## config.mk

```make
export PLATFORM = sky130hd
export DESIGN_NAME = turning_grille_decrypt_top_flat
export DESIGN_NICKNAME = d
export VERILOG_FILES = /design/src/rtl/tgd_pkg.sv /design/src/rtl/tgd_if.sv /design/src/rtl/tgd_front.sv /design/src/rtl/tgd_queue.sv /design/src/rtl/tgd_back.sv /design/src/rtl/turning_grille_decrypt_top.sv /design/src/flat_wrapper.sv
export SDC_FILE = /design/constraint.sdc
export NUM_CORES = 2
export LEC_CHECK = 0
export BUFFER_PORTS_ARGS = -buffer_cell sky130_fd_sc_hd__clkbuf_2
export CORE_AREA = 2 2 344 278
export CTS_BUF_LIST = sky130_fd_sc_hd__clkbuf_8
export DETAILED_ROUTE_END_ITERATION = 7
export DIE_AREA = 0 0 346 280
export PLACE_DENSITY = 0.78
export SLEW_MARGIN = 20
export SYNTH_ARGS = -nofsm -noshare
export SYNTH_HDL_FRONTEND = slang
export SYNTH_SLANG_ARGS = --single-unit
```

## constraint.sdc

```tcl
create_clock -name clk -period 4.7 [get_ports clk]
set_input_delay 0.47 -clock clk [delete_from_list [all_inputs] [get_ports clk]]
set_output_delay 0.47 -clock clk [all_outputs]
set_load 0.005 [all_outputs]
```

## src/rtl/tgd_pkg.sv

```systemverilog
`timescale 1ns / 1ps
// ----------------------------------------------------------------------------
// tgd_pkg
// Shared constants and types of the turning grille decryptor.
// ----------------------------------------------------------------------------
package tgd_pkg;

	localparam int MAX_SIZE        = 8;
	localparam int CELLS           = MAX_SIZE * MAX_SIZE;
	localparam int ADDR_W          = $clog2(CELLS);
	localparam int COUNT_W         = $clog2(CELLS + 1);
	localparam int COORD_W         = $clog2(MAX_SIZE);
	localparam int GRID_W          = 4;
	localparam int BYTE_W          = 8;
	localparam int TURN_W          = 2;
	localparam int QUEUE_DEPTH_DEF = 4;

	localparam logic [GRID_W-1:0] GRID_RESET = GRID_W'(4);

	localparam logic ACT_CELL   = 1'b0;
	localparam logic ACT_CIPHER = 1'b1;

	typedef struct packed {
		logic              is_cipher;
		logic              hole;
		logic [BYTE_W-1:0] data;
		logic [ADDR_W-1:0] addr;
		logic              decode;
		logic [GRID_W-1:0] side;
	} cmd_t;

endpackage

```

## src/rtl/tgd_if.sv

```systemverilog
`timescale 1ns / 1ps
// ----------------------------------------------------------------------------
// tgd_feed_if / tgd_result_if
// Valid/ready channels for input words and result words.
// ----------------------------------------------------------------------------
interface tgd_feed_if;
	import tgd_pkg::*;

	logic              valid;
	logic              ready;
	logic              action;
	logic              hole;
	logic [BYTE_W-1:0] cipher_byte;

	modport source (output valid, output action, output hole, output cipher_byte, input ready);
	modport sink (input valid, input action, input hole, input cipher_byte, output ready);
endinterface

interface tgd_result_if;
	import tgd_pkg::*;

	logic              valid;
	logic              ready;
	logic [BYTE_W-1:0] plain_byte;
	logic              last;
	logic              invalid;

	modport source (output valid, output plain_byte, output last, output invalid, input ready);
	modport sink (input valid, input plain_byte, input last, input invalid, output ready);
endinterface

```

## src/rtl/tgd_front.sv

```systemverilog
`timescale 1ns / 1ps
// ----------------------------------------------------------------------------
// tgd_front
// Accepts input words, holds the grid size, tracks cell and byte counts and
// turns each word into a store command for the back end.
// ----------------------------------------------------------------------------
module tgd_front (
	input  logic                       clk,
	input  logic                       arst_n,
	input  logic                       cfg_we,
	input  logic [tgd_pkg::GRID_W-1:0] cfg_data,
	tgd_feed_if.sink                   feed,
	output tgd_pkg::cmd_t              cmd,
	output logic                       cmd_valid,
	input  logic                       cmd_ready
);
	import tgd_pkg::*;

	logic [GRID_W-1:0]  grid_q;
	logic [GRID_W-1:0]  side;
	logic [COUNT_W-1:0] cell_cnt_q;
	logic [COUNT_W-1:0] byte_cnt_q;
	logic [COUNT_W-1:0] area;
	logic [COUNT_W-1:0] cell_idx;
	logic [COUNT_W-1:0] byte_idx;
	logic [COUNT_W-1:0] byte_next;
	logic               is_cipher;
	logic               take;

	always_comb begin
		if (grid_q == '0) begin
			side = GRID_W'(1);
		end else if (grid_q > GRID_W'(MAX_SIZE)) begin
			side = GRID_W'(MAX_SIZE);
		end else begin
			side = grid_q;
		end
	end

	assign area      = COUNT_W'(side) * COUNT_W'(side);
	assign cell_idx  = (cell_cnt_q >= area) ? '0 : cell_cnt_q;
	assign byte_idx  = (byte_cnt_q >= area) ? '0 : byte_cnt_q;
	assign byte_next = byte_idx + 1'b1;
	assign is_cipher = (feed.action == ACT_CIPHER);

	always_comb begin
		cmd.is_cipher = is_cipher;
		cmd.hole      = feed.hole;
		cmd.data      = feed.cipher_byte;
		cmd.addr      = is_cipher ? ADDR_W'(byte_idx) : ADDR_W'(cell_idx);
		cmd.decode    = is_cipher && (byte_next == area);
		cmd.side      = side;
	end

	assign cmd_valid  = feed.valid;
	assign feed.ready = cmd_ready;
	assign take       = feed.valid && cmd_ready;

	always_ff @(posedge clk or negedge arst_n) begin
		if (!arst_n) begin
			grid_q     <= GRID_RESET;
			cell_cnt_q <= '0;
			byte_cnt_q <= '0;
		end else begin
			if (cfg_we) begin
				grid_q <= cfg_data;
			end
			if (take) begin
				if (is_cipher) begin
					byte_cnt_q <= cmd.decode ? '0 : byte_next;
				end else begin
					cell_cnt_q <= cell_idx + 1'b1;
					byte_cnt_q <= '0;
				end
			end
		end
	end

endmodule

```

## src/rtl/tgd_queue.sv

```systemverilog
`timescale 1ns / 1ps
// ----------------------------------------------------------------------------
// tgd_queue
// Short command queue between the front end and the back end.
// ----------------------------------------------------------------------------
module tgd_queue #(
	parameter int DEPTH = tgd_pkg::QUEUE_DEPTH_DEF
) (
	input  logic          clk,
	input  logic          arst_n,
	input  tgd_pkg::cmd_t push_cmd,
	input  logic          push_valid,
	output logic          push_ready,
	output tgd_pkg::cmd_t pop_cmd,
	output logic          pop_valid,
	input  logic          pop_ready
);
	import tgd_pkg::*;

	localparam int PTR_W = (DEPTH > 1) ? $clog2(DEPTH) : 1;
	localparam int CNT_W = $clog2(DEPTH + 1);

	cmd_t             slot_q [DEPTH];
	logic [PTR_W-1:0] wr_ptr_q;
	logic [PTR_W-1:0] rd_ptr_q;
	logic [CNT_W-1:0] count_q;
	logic             push;
	logic             pop;

	assign push_ready = (count_q != CNT_W'(DEPTH));
	assign pop_valid  = (count_q != '0);
	assign pop_cmd    = slot_q[rd_ptr_q];
	assign push       = push_valid && push_ready;
	assign pop        = pop_valid && pop_ready;

	always_ff @(posedge clk) begin
		if (push) begin
			slot_q[wr_ptr_q] <= push_cmd;
		end
	end

	always_ff @(posedge clk or negedge arst_n) begin
		if (!arst_n) begin
			wr_ptr_q <= '0;
			rd_ptr_q <= '0;
			count_q  <= '0;
		end else begin
			if (push) begin
				wr_ptr_q <= (wr_ptr_q == PTR_W'(DEPTH - 1)) ? '0 : wr_ptr_q + 1'b1;
			end
			if (pop) begin
				rd_ptr_q <= (rd_ptr_q == PTR_W'(DEPTH - 1)) ? '0 : rd_ptr_q + 1'b1;
			end
			if (push && !pop) begin
				count_q <= count_q + 1'b1;
			end else if (pop && !push) begin
				count_q <= count_q - 1'b1;
			end
		end
	end

endmodule

```

## src/rtl/tgd_back.sv

```systemverilog
`timescale 1ns / 1ps
// ----------------------------------------------------------------------------
// tgd_back
// Stores mask cells and ciphertext, scans the four grille orientations
// through a three-stage memory pipeline, checks coverage and streams out
// the plaintext or a single invalid word.
// ----------------------------------------------------------------------------
module tgd_back (
	input  logic          clk,
	input  logic          arst_n,
	input  tgd_pkg::cmd_t cmd,
	input  logic          cmd_valid,
	output logic          cmd_ready,
	tgd_result_if.source  result
);
	import tgd_pkg::*;

	typedef enum logic [5:0] {
		S_IDLE  = 6'b000001,
		S_SCAN  = 6'b000010,
		S_DRAIN = 6'b000100,
		S_ERR   = 6'b001000,
		S_EMIT  = 6'b010000,
		S_FLUSH = 6'b100000
	} state_t;

	state_t             state_q;
	logic [GRID_W-1:0]  side_q;
	logic [COUNT_W-1:0] area_q;
	logic [COORD_W-1:0] nm1;
	logic [TURN_W-1:0]  turn_q;
	logic [COORD_W-1:0] row_q;
	logic [COORD_W-1:0] col_q;
	logic [ADDR_W-1:0]  dest_q;
	logic [COORD_W-1:0] src_row;
	logic [COORD_W-1:0] src_col;
	logic [ADDR_W-1:0]  src_addr;
	logic               row_end;
	logic               col_end;

	logic               hole_mem   [CELLS];
	logic [BYTE_W-1:0]  cipher_mem [CELLS];
	logic [BYTE_W-1:0]  plain_mem  [CELLS];

	logic               pop;
	logic               start;
	logic               hole_re;
	logic               hv_s1;
	logic               hole_rd_s1;
	logic [ADDR_W-1:0]  dest_s1;
	logic               take_hole;
	logic               overrun;
	logic               cipher_re;
	logic               cv_s2;
	logic [BYTE_W-1:0]  cipher_rd_s2;
	logic [ADDR_W-1:0]  dest_s2;
	logic [COUNT_W-1:0] used_q;
	logic               bad_q;
	logic [CELLS-1:0]   covered_q;
	logic [COUNT_W-1:0] cover_cnt_q;

	logic [ADDR_W-1:0]  emit_idx_q;
	logic               emit_last;
	logic               plain_re;
	logic               pv_s1;
	logic [BYTE_W-1:0]  plain_rd_s1;
	logic               plast_s1;
	logic               out_free;
	logic               move;
	logic               err_load;
	logic               out_v_q;
	logic [BYTE_W-1:0]  out_plain_q;
	logic               out_last_q;
	logic               out_invalid_q;

	assign cmd_ready = (state_q == S_IDLE);
	assign pop       = cmd_valid && cmd_ready;
	assign start     = pop && cmd.is_cipher && cmd.decode;

	// orientation scan
	assign nm1     = COORD_W'(side_q - 1'b1);
	assign col_end = (col_q == nm1);
	assign row_end = (row_q == nm1);

	always_comb begin
		case (turn_q)
			2'd0: begin
				src_row = row_q;
				src_col = col_q;
			end
			2'd1: begin
				src_row = nm1 - col_q;
				src_col = row_q;
			end
			2'd2: begin
				src_row = nm1 - row_q;
				src_col = nm1 - col_q;
			end
			default: begin
				src_row = col_q;
				src_col = nm1 - row_q;
			end
		endcase
	end

	assign src_addr = ADDR_W'(src_row) * ADDR_W'(side_q) + ADDR_W'(src_col);
	assign hole_re  = (state_q == S_SCAN);

	// hole lookup and ciphertext fetch
	assign take_hole = hv_s1 && hole_rd_s1 && !bad_q;
	assign overrun   = take_hole && (used_q >= area_q);
	assign cipher_re = take_hole && !overrun;

	always_ff @(posedge clk) begin
		if (pop && !cmd.is_cipher) begin
			hole_mem[cmd.addr] <= cmd.hole;
		end
		if (hole_re) begin
			hole_rd_s1 <= hole_mem[src_addr];
		end
	end

	always_ff @(posedge clk) begin
		if (pop && cmd.is_cipher) begin
			cipher_mem[cmd.addr] <= cmd.data;
		end
		if (cipher_re) begin
			cipher_rd_s2 <= cipher_mem[ADDR_W'(used_q)];
		end
	end

	always_ff @(posedge clk) begin
		if (cv_s2) begin
			plain_mem[dest_s2] <= cipher_rd_s2;
		end
		if (plain_re) begin
			plain_rd_s1 <= plain_mem[emit_idx_q];
		end
	end

	always_ff @(posedge clk) begin
		dest_s1 <= dest_q;
		dest_s2 <= dest_s1;
		if (plain_re) begin
			plast_s1 <= emit_last;
		end
	end

	// output side
	assign emit_last = ((COUNT_W'(emit_idx_q) + 1'b1) == area_q);
	assign out_free  = !out_v_q || result.ready;
	assign move      = pv_s1 && out_free;
	assign plain_re  = (state_q == S_EMIT) && (!pv_s1 || move);
	assign err_load  = (state_q == S_ERR) && out_free;

	always_ff @(posedge clk) begin
		if (move) begin
			out_plain_q   <= plain_rd_s1;
			out_last_q    <= plast_s1;
			out_invalid_q <= 1'b0;
		end else if (err_load) begin
			out_plain_q   <= '0;
			out_last_q    <= 1'b1;
			out_invalid_q <= 1'b1;
		end
	end

	assign result.valid      = out_v_q;
	assign result.plain_byte = out_plain_q;
	assign result.last       = out_last_q;
	assign result.invalid    = out_invalid_q;

	always_ff @(posedge clk or negedge arst_n) begin
		if (!arst_n) begin
			state_q     <= S_IDLE;
			side_q      <= GRID_W'(1);
			area_q      <= COUNT_W'(1);
			turn_q      <= '0;
			row_q       <= '0;
			col_q       <= '0;
			dest_q      <= '0;
			hv_s1       <= 1'b0;
			cv_s2       <= 1'b0;
			used_q      <= '0;
			bad_q       <= 1'b0;
			covered_q   <= '0;
			cover_cnt_q <= '0;
			emit_idx_q  <= '0;
			pv_s1       <= 1'b0;
			out_v_q     <= 1'b0;
		end else begin
			hv_s1   <= hole_re;
			cv_s2   <= cipher_re;
			pv_s1   <= plain_re || (pv_s1 && !move);
			out_v_q <= move || err_load || (out_v_q && !result.ready);

			if (cipher_re) begin
				used_q <= used_q + 1'b1;
			end
			if (overrun) begin
				bad_q <= 1'b1;
			end
			if (cv_s2) begin
				covered_q[dest_s2] <= 1'b1;
				if (!covered_q[dest_s2]) begin
					cover_cnt_q <= cover_cnt_q + 1'b1;
				end
			end

			case (state_q)
				S_IDLE: begin
					if (start) begin
						side_q      <= cmd.side;
						area_q      <= COUNT_W'(cmd.side) * COUNT_W'(cmd.side);
						turn_q      <= '0;
						row_q       <= '0;
						col_q       <= '0;
						dest_q      <= '0;
						used_q      <= '0;
						bad_q       <= 1'b0;
						covered_q   <= '0;
						cover_cnt_q <= '0;
						state_q     <= S_SCAN;
					end
				end
				S_SCAN: begin
					if (col_end) begin
						col_q <= '0;
						if (row_end) begin
							row_q  <= '0;
							dest_q <= '0;
							turn_q <= turn_q + 1'b1;
							if (turn_q == TURN_W'(3)) begin
								state_q <= S_DRAIN;
							end
						end else begin
							row_q  <= row_q + 1'b1;
							dest_q <= dest_q + 1'b1;
						end
					end else begin
						col_q  <= col_q + 1'b1;
						dest_q <= dest_q + 1'b1;
					end
				end
				S_DRAIN: begin
					if (!hv_s1 && !cv_s2) begin
						emit_idx_q <= '0;
						if (bad_q || (cover_cnt_q != area_q)) begin
							state_q <= S_ERR;
						end else begin
							state_q <= S_EMIT;
						end
					end
				end
				S_ERR: begin
					if (err_load) begin
						state_q <= S_IDLE;
					end
				end
				S_EMIT: begin
					if (plain_re) begin
						emit_idx_q <= emit_idx_q + 1'b1;
						if (emit_last) begin
							state_q <= S_FLUSH;
						end
					end
				end
				S_FLUSH: begin
					if (!pv_s1) begin
						state_q <= S_IDLE;
					end
				end
				default: begin
					state_q <= S_IDLE;
				end
			endcase
		end
	end

endmodule

```

## src/rtl/turning_grille_decrypt_top.sv

```systemverilog
`timescale 1ns / 1ps
// ----------------------------------------------------------------------------
// turning_grille_decrypt_top
// Turning grille decryptor: loads an N by N hole mask and N*N ciphertext
// bytes, then emits the plaintext in row-major order or one invalid word.
// ----------------------------------------------------------------------------
//  port     dir  handshake    word
//  feed     in   valid/ready  action, hole, cipher_byte
//  result   out  valid/ready  plain_byte, last, invalid
//  cfg      in   cfg_we       cfg_data = grid_size
//
//  mask and ciphertext words are taken one per cycle while the command
//  queue has room; each is stored by the back end while it is idle
//  the final ciphertext word starts a scan of all four orientations over the
//  hole memory, followed by pipeline drain and coverage check
//  plaintext leaves at one byte per cycle while result is ready, from the
//  plaintext memory port; an invalid grille gives one word after the check
//  a stall on result holds the back end; the front keeps filling the queue
//  reset needs no clearing pass; memories hold no reset value
// ----------------------------------------------------------------------------
module turning_grille_decrypt_top #(
	parameter int QUEUE_DEPTH = tgd_pkg::QUEUE_DEPTH_DEF
) (
	input  logic                       clk,
	input  logic                       arst_n,
	input  logic                       cfg_we,
	input  logic [tgd_pkg::GRID_W-1:0] cfg_data,
	tgd_feed_if.sink                   feed,
	tgd_result_if.source               result
);
	import tgd_pkg::*;

	cmd_t front_cmd;
	logic front_valid;
	logic front_ready;
	cmd_t back_cmd;
	logic back_valid;
	logic back_ready;

	tgd_front u_front (
		.clk       (clk),
		.arst_n    (arst_n),
		.cfg_we    (cfg_we),
		.cfg_data  (cfg_data),
		.feed      (feed),
		.cmd       (front_cmd),
		.cmd_valid (front_valid),
		.cmd_ready (front_ready)
	);

	tgd_queue #(
		.DEPTH (QUEUE_DEPTH)
	) u_queue (
		.clk        (clk),
		.arst_n     (arst_n),
		.push_cmd   (front_cmd),
		.push_valid (front_valid),
		.push_ready (front_ready),
		.pop_cmd    (back_cmd),
		.pop_valid  (back_valid),
		.pop_ready  (back_ready)
	);

	tgd_back u_back (
		.clk       (clk),
		.arst_n    (arst_n),
		.cmd       (back_cmd),
		.cmd_valid (back_valid),
		.cmd_ready (back_ready),
		.result    (result)
	);

endmodule

```

## src/flat_wrapper.sv

```systemverilog
// flat-port wrapper written by rule: the top's interface ports become plain ports
module turning_grille_decrypt_top_flat import tgd_pkg::*;
#(
	parameter int QUEUE_DEPTH = tgd_pkg::QUEUE_DEPTH_DEF
)
  (clk, arst_n, cfg_we, cfg_data, feed_valid, feed_action, feed_hole, feed_cipher_byte, feed_ready, result_valid, result_plain_byte, result_last, result_invalid, result_ready);
  tgd_feed_if feed_i ();
  tgd_result_if result_i ();
  input  logic clk;
  input  logic arst_n;
  input  logic cfg_we;
  input  logic [tgd_pkg::GRID_W-1:0] cfg_data;
  input wire logic [$bits(feed_i.valid)-1:0] feed_valid;
  input wire logic [$bits(feed_i.action)-1:0] feed_action;
  input wire logic [$bits(feed_i.hole)-1:0] feed_hole;
  input wire logic [$bits(feed_i.cipher_byte)-1:0] feed_cipher_byte;
  output wire logic [$bits(feed_i.ready)-1:0] feed_ready;
  output wire logic [$bits(result_i.valid)-1:0] result_valid;
  output wire logic [$bits(result_i.plain_byte)-1:0] result_plain_byte;
  output wire logic [$bits(result_i.last)-1:0] result_last;
  output wire logic [$bits(result_i.invalid)-1:0] result_invalid;
  input wire logic [$bits(result_i.ready)-1:0] result_ready;
  assign feed_i.valid = feed_valid;
  assign feed_i.action = feed_action;
  assign feed_i.hole = feed_hole;
  assign feed_i.cipher_byte = feed_cipher_byte;
  assign feed_ready = feed_i.ready;
  assign result_valid = result_i.valid;
  assign result_plain_byte = result_i.plain_byte;
  assign result_last = result_i.last;
  assign result_invalid = result_i.invalid;
  assign result_i.ready = result_ready;
  turning_grille_decrypt_top #(.QUEUE_DEPTH(QUEUE_DEPTH)) u_core (.clk(clk), .arst_n(arst_n), .cfg_we(cfg_we), .cfg_data(cfg_data), .feed(feed_i), .result(result_i));
endmodule
```

==> run metrics <==
CTS Root Cell clkbuf_8; status finished, violations left; share of cells above drive strength 1 26.6%; CTS tree built; Iter 0 DRT Violations 3425; total grt overflow 0; Slew Viols, Final 0; largest net degree at the start of global routing 123; DRT Pass-1 Iters 7; number of synthesized register bits 1355; Final ANT Viol Nets 0; Clock power frac 27.3%; Rows 101; Final Cycle Share 106%; clk slew on worst S/H paths 60 ps; total chip power 0.0320 W; Reg2Reg Launch Point u_core.u_back.side_q[0]; final wirelength 118000 microns; die extent in y 280 microns; non-filler cells, final 4481; Starting Density 58.4%; Max FO, Critical Path 4; violated checks negative setup slack; Setup WS post-layout -281 ps; clock tree sinks 1355; Buffers on Ports 30; max layer used met5; Mapped Area 54800 sq um; die area 96900 sq um; Tmin final 4980 ps; commonest non-fill, non-tap cell in the layout edfxtp_1; number of flops mapped to enable cells by yosys 1199; R2R depth 18; synth warn 0; CTS Buf Count 196; Metal-1 WL 46400 microns; Internal 0.0223 W; Wirelength per Cell 26.2 microns; number of global-route vias before repair 29100; Design Area, Final 61100 sq um; unrepaired setup endpoints after global routing yes; P per Cell Area 523 nW/um^2; Cells after DPL 4085; sw frac 30.4%; All-Layer GR Usage 24.7%; Async SR Flop Fraction 10.6%; final core occ 65.2%; Final Wtd Congestion 0.858; slack of the worst reg-to-reg path -280 ps; synthesized netlist cell count 2850; Routed met3 length 11100 microns; core area 93800 sq um; Synth Area per Inst 19.2 sq um; Relative slew margins 24.7%; dpl hpwl 72600 microns; cell taking the most area after synthesis edfxtp_1; maxcap violations 0; placed inst area 57000 sq um; area delta synth->final 11.6%; Clock Skew 57.2 ps; WL met2 57400 microns; clock latency on the worst-skew pair 870 ps; final hold violations 0; hold path depth 4; cell-by-cell trace of the critical path inv_2 -> ha_4 -> inv_4 -> fa_2 -> xnor2_2 -> nor2_1 -> a221oi_2 -> mux2i_1 -> nand2_1 -> fa_1 -> inv_1 -> fa_1 -> ha_1 -> a21o_1 -> a21oi_2 -> xnor2_2 -> mux4_2 -> mux4_2; library cells used by synthesis 69; top post-synthesis cells by area edfxtp_1, mux4_2, dfrtp_1; Clock Path Buffers 3; setup TNS -316 ps; number of fill cells 5973; ys flop type edfxtp_1; # H-tree levels 4; hold_sp feed_action; crit path launch type register; footprint of the multi-input gates 14600 sq um; CP Capture Type register; # IOs 31; endpoints failing setup 2; nets 3160; Worst Path Class, Setup register to register; Worst Max-Slew Pin Slew 1120 ps; critical path data required time 5300 ps; FF/Latch Area 39900 sq um; Combinational Power Share 24.8%; CP arrival 5580 ps; # DRC 0; max frequency 201 MHz; DR vias 28300; switching power 0.00972 W; Crit path buffers/inverters 3; initial antenna violation count 4; critical path launch point u_core.u_back.side_q[0]; slowest stage delay, CP 540 ps; LEAKAGE 20.2 nW; first-pass GRT wire length 179000 microns; Hold Path End u_core.u_front.byte_cnt_q[1]; Die Wd 346 microns; register area share after synthesis 72.7%; register share of total power 47.9%; peak supply drop 0.511 mV; most frequent cells in the layout edfxtp_1, mux4_2, nor2_1, clkbuf_8, dfrtp_1; critical path's top delay family adder cells; R2R Path End u_core.u_back.hole_rd_s1; type of the worst min-delay path input pin to register; share of the synthesized area in the top cell type 65.7%; Worst path slowest cell dfstp_2; Vias per Instance 6.30
[cell usage after synthesis (3+ instances only)]
cell,n
nand4_1,10
xnor2_1,26
or3_1,6
nor3_1,15
clkbuf_1,91
a221o_1,4
buf_2,3
buf_1,39
nor2_1,373
a22o_1,9
o21ai_0,46
and2_1,19
dfrtp_1,140
or2_1,3
o22ai_1,6
dfstp_2,3
mux2_2,10
nand3_1,32
fa_1,8
o211ai_1,3
a21o_1,13
mux4_2,393
ha_1,56
dfxtp_1,13
inv_1,41
and3_1,22
nand3b_1,11
a211o_1,3
xor2_1,23
edfxtp_1,1199
o21ai_1,5
nand2b_1,8
nor2b_1,21
nand2_1,98
mux2i_1,17
a31oi_1,3
a21oi_1,26
nor3b_1,6
nor4_1,8
[power groups by stage]
stage	clock, W	combinational [W]	sequential, W
final	0.00873	0.00792	0.0153
after global routing	0.00939	0.00851	0.0154
after global placement	0	0.00747	0.0155
after floorplan	0	0.00534	0.0152
after CTS	0.00887	0.00788	0.0153
after detailed placement	0	0.00780	0.0156
[flip-flops by register name (all words and copies together), names as in the netlist, 7 cells and up]
register	flops
u_core.u_back.cipher_mem	512
u_core.u_back.plain_mem	512
u_core.u_queue.slot_q	84
u_core.u_back.covered_q	64
u_core.u_back.hole_mem	64
u_core.u_back.cipher_rd_s2	8
u_core.u_back.plain_rd_s1	8
u_core.u_back.result.plain_byte	8
u_core.u_back.cover_cnt_q	7
u_core.u_back.used_q	7
u_core.u_front.byte_cnt_q	7
u_core.u_front.cell_cnt_q	7
[cells by family (layout without fill, tap and decap cells)]
kind of cell    count (synthesis)  in the layout  share of synthesized area (%)
flops                        1355           1355                           72.7
simple gates                  642            642                           5.17
mux                           420            420                           16.7
buf+inv                       177            569                           1.23
compound gates                140            140                           1.77
fa+ha+maj                      65             65                           1.59
xor+xnor                       50             50                          0.813
other cells                     1              4                        0.00685
[worst max-delay path by stage]
stage                                          end  slack [ps]  cells past startpoint
after global placement    u_core.u_back.hole_rd_s1        -300                     18
after global routing      u_core.u_back.hole_rd_s1        -470                     18
final                     u_core.u_back.hole_rd_s1        -280                     18
after CTS                 u_core.u_back.hole_rd_s1        -280                     16
after detailed placement  u_core.u_back.hole_rd_s1        -320                     18
after floorplan           u_core.u_back.hole_rd_s1        -160                     16
[metrics by stage]
stage	hold slack [ps]	setup WS [ps]
6_report	95.2	-281
4_1_cts	11.0	-281
2_1_floorplan	174	-161
3_5_place_dp	312	-322
5_1_grt	91.2	-468
3_3_place_gp	314	-304
[metal layers]
layer / track usage, % / up-vias
met1: 35.1 / 14700
met5: 0 / -
met3: 5.25 / 196
met4: 7.42 / 2
li1: - / 11900
met2: 39.3 / 1494
[worst reg2reg max path, cell delays in order, from the launching register on]
cell,delay [ps]
dfstp_2,540
inv_2,50
ha_4,260
inv_4,50
fa_2,390
xnor2_2,150
nor2_1,150
a221oi_2,50
mux2i_1,200
nand2_1,90
fa_1,490
inv_1,50
fa_1,490
ha_1,310
a21o_1,200
a21oi_2,180
xnor2_2,200
mux4_2,370
mux4_2,480
[final cells by class]
type	instances	area share, %
Sequential cell	1355	65.2
Multi-Input combinational cell	1319	23.9
Clock buffer	210	4.73
Tap cell	1236	2.53
Timing Repair Buffer	162	2.10
Clock inverter	154	1.29
Inverter	43	0.268
Antenna cell	2	0.00819
[timing repair]
item / in CTS / in global routing
hold buffers: 19 / 0
setup endpoints to repair: 11 / 11
pin swaps: 9 / 20
resized for setup: 15 / 16
endpoints found under the hold margin: 103 / 0
buffers inserted: 6 / 5
Note: power is estimated with default switching activity, not from simulation.
